===== config.mk =====
export PLATFORM = sky130hd
export DESIGN_NAME = hedge_ram
export DESIGN_NICKNAME = d
export VERILOG_FILES = /design/src/design/hedge_ram.sv
export SDC_FILE = /design/constraint.sdc
export NUM_CORES = 1
export LEC_CHECK = 0
export BUFFER_PORTS_ARGS = -buffer_cell sky130_fd_sc_hd__buf_2
export CAP_MARGIN = 15
export CORE_MARGIN = 2
export CORE_UTILIZATION = 54
export CTS_CLUSTER_DIAMETER = 40
export CTS_CLUSTER_SIZE = 25
export DETAILED_ROUTE_END_ITERATION = 6
export PLACE_DENSITY = 0.76
export SYNTH_ARGS = -nofsm -noshare
export SYNTH_HDL_FRONTEND = slang
export SYNTH_SLANG_ARGS = --single-unit

===== constraint.sdc =====
create_clock -name clk -period 1.6 [get_ports clk]
set_input_delay 0.16 -clock clk [delete_from_list [all_inputs] [get_ports clk]]
set_output_delay 0.16 -clock clk [all_outputs]
set_load 0.05 [all_outputs]

===== src/design/hedge_ram.sv =====
// hedge_ram: generic single write port, single read port RAM
// registered read with read enable, read-old on same-address write; no dependencies
`timescale 1ns / 1ps
`default_nettype none

module hedge_ram #(
  parameter int WIDTH = 8,
  parameter int DEPTH = 16
) (
  input  wire logic                     clk,
  input  wire logic                     we,
  input  wire logic [$clog2(DEPTH)-1:0] waddr,
  input  wire logic [WIDTH-1:0]         wdata,
  input  wire logic                     re,
  input  wire logic [$clog2(DEPTH)-1:0] raddr,
  output logic      [WIDTH-1:0]         rdata
);

  logic [WIDTH-1:0] mem [DEPTH];

  always_ff @(posedge clk) begin
    if (we) begin
      mem[waddr] <= wdata;
    end
    if (re) begin
      rdata <= mem[raddr];
    end
  end

endmodule

`default_nettype wire


==> metrics.txt <==
IO Count 27; crit end category register; total grt overflow 0; slew at the pin closest to its max-slew limit 395 ps; crit start category register; final layout net count 309; Reg clk slew, reported paths 60 ps; Critical Path Fanout Max 1; TritonCTS Buffers 17; syn_area_per_cell 22.8 um2; DIE AREA 10500 um2; Met3 Routed Length 782 um; Pwr Density 1350 nW/um2; critical path cell sequence mux4_1 -> a22oi_1 -> nand2_1; CTS sink cnt 136; Yosys reg bits 136; I/O Buffers 26; vias per std cell 5.89; die height 102 um; wirelength, routed 10.5 mm; DP Wirelength 6.54 mm; Residual DRC 0; # diodes 0; Cell variety after synth 18; Pwr Total 0.00851 W; DR top layer met4; number of hold buffers added after CTS 0; Slew Limit Headroom 73.7%; max cap viols 0; leakage 2.17 nW; via count 2545; total iterations of the first detailed-routing run 5; WL per Instance 24.4 um; Crit path buffers/inverters 0; number of gates resized after cts 0; min Tclk post-route 1540 ps; # setup viols final 0; CP Class reg2reg; CTS Buffer Depth 2; Setup Buffers After CTS 0; vias in the first global route 2636; CP max stage cell mux4_1; num rows 35; FF/Latch Area 4080 um2; initial antenna violation count 0; Pins Over Slew Limit 0; RD Place Congestion 0.751; share of layout cells above drive strength 1 34.0%; Die Wd 102 um; Mapped Area 5230 um2; Area growth syn-to-layout 21.0%; crit-path leading delay family multiplexers; Detail Route met2 WL 5.33 mm; pin count of the biggest net entering global routing 22; starting density of the core 56.0%; period utilisation layout 96.3%; RSZ-0062 raised after global routing false; Achievable Freq 649 MHz; Post-Syn Nets 248; Yosys warnings 0; number of routed nets with antenna violations 0; Mapped Cells 229; Cell Area, Placed 5710 um2; Worst Path Arrival 1800 ps; CP max stage delay 520 ps; fillcell total 577; Total GRT Usage 23.0%; clk_skew 6.30 ps; first-pass GRT wire length 16.3 mm; CTS tree built; Worst-Skew Late Latency 520 ps; status finished, final reports clean; met1 WL 4.22 mm; Worst Hold Class in2reg; initial DRC count 206; Multi-input gate area 1060 um2; core area 9330 um2; final design instance area without fill 6320 um2; final hold vios 0; Clock Root Buffer clkbuf_8; CP Data Required Time 1860 ps; maximum vdd drop 0.594 mV; sequential-to-total area share from yosys stat 78.1%; CTS H-Tree Depth 4
[cells by family (layout without fill, tap and decap cells)]
logic type	after synthesis	in the layout	synth area share [%]
muxes	32	32	14.8
DFF	136	136	78.1
and+or+nand+nor	35	35	3.14
buffers and inverters	10	84	1.65
AOI/OAI and AO/OA	16	16	2.30
[cell usage in the layout, fill, tap and decap left out, types with 2 or more instances in the layout]
cell,instances
buf_2,26
nand2b_1,2
mux4_1,14
buf_4,20
inv_6,2
mux4_2,18
edfxtp_1,136
nor3_1,3
nor2_1,13
clkinv_2,2
bufinv_16,4
buf_12,6
nand3b_1,2
nand2_1,9
a22oi_1,16
clkbuf_16,16
clkinv_4,5
[power by group]
| group | internal (W) | total [W] | switching (W) |
|---|---|---|---|
| sequential | 0.00401 | 0.00404 | 0.0000261 |
| clock | 0.00255 | 0.00402 | 0.00147 |
| combinational | 0.000181 | 0.000456 | 0.000275 |
[synthesized netlist by cell type]
cell type / number / area share (%)
edfxtp_1: 136 / 78
mux4_2: 18 / 7.8
a22oi_1: 16 / 2.3
mux4_1: 14 / 7.0
nor2_1: 13 / 0.93
nand2_1: 9 / 0.65
nor3_1: 4 / 0.38
buf_2: 3 / 0.29
buf_6: 3 / 0.65
clkdlybuf4s25_2: 3 / 0.57
nand2b_1: 2 / 0.24
nand3b_1: 2 / 0.29
and2_1: 1 / 0.12
and2b_1: 1 / 0.14
buf_4: 1 / 0.14
nand3_1: 1 / 0.096
nor2b_1: 1 / 0.12
or3b_2: 1 / 0.17
[layout make-up]
| class | count | share of cell area [%] |
|---|---|---|
| clock buffer | 18 | 6.61 |
| clock inverter | 14 | 3.15 |
| multi-input combinational | 83 | 16.8 |
| sequential | 136 | 64.6 |
| tap | 129 | 2.55 |
| timing repair buffer | 52 | 6.33 |
[layer usage]
metal | global-route usage (%) | vias up
met4 | 10.3 | 0
li1 | - | 1105
met3 | 5.54 | 18
met5 | 0 | -
met1 | 32.6 | 1287
met2 | 34.6 | 135
[per-stage QoR]
step	cells	hold WS (ps)	worst slack, ps	setup TNS, ps	util [%]
finish	432	23.0	59.5	0	67.8
global route	432	16.0	30.4	0	67.8
CTS	432	12.1	43.1	0	67.8
detailed placement	400	554	-116	-524	61.2
global placement	400	542	-98.3	-387	61.2
floorplan	229	259	158	0	-
[sequential cells by signal (all words and copies together) (netlist names)]
name and count:
rdata 8, mem 128
[worst reg2reg max path, delay by kind of cell, from the launching register on]
family | cells | cell delay, ps
multiplexers | 1 | 520
flip-flops | 1 | 370
AO/OA/AOI/OAI | 1 | 290
AND/OR/NAND/NOR | 1 | 100
[final timing paths]
path         startpoint  cells past startpoint  slack (ps)    endpoint
min            wdata[1]                      1          20  mem[14][1]
max           mem[0][5]                      3          60    rdata[5]
min reg2reg   mem[7][3]                      3         750    rdata[3]
max reg2reg   mem[0][5]                      3          60    rdata[5]
(Power assumes the default switching activity.)
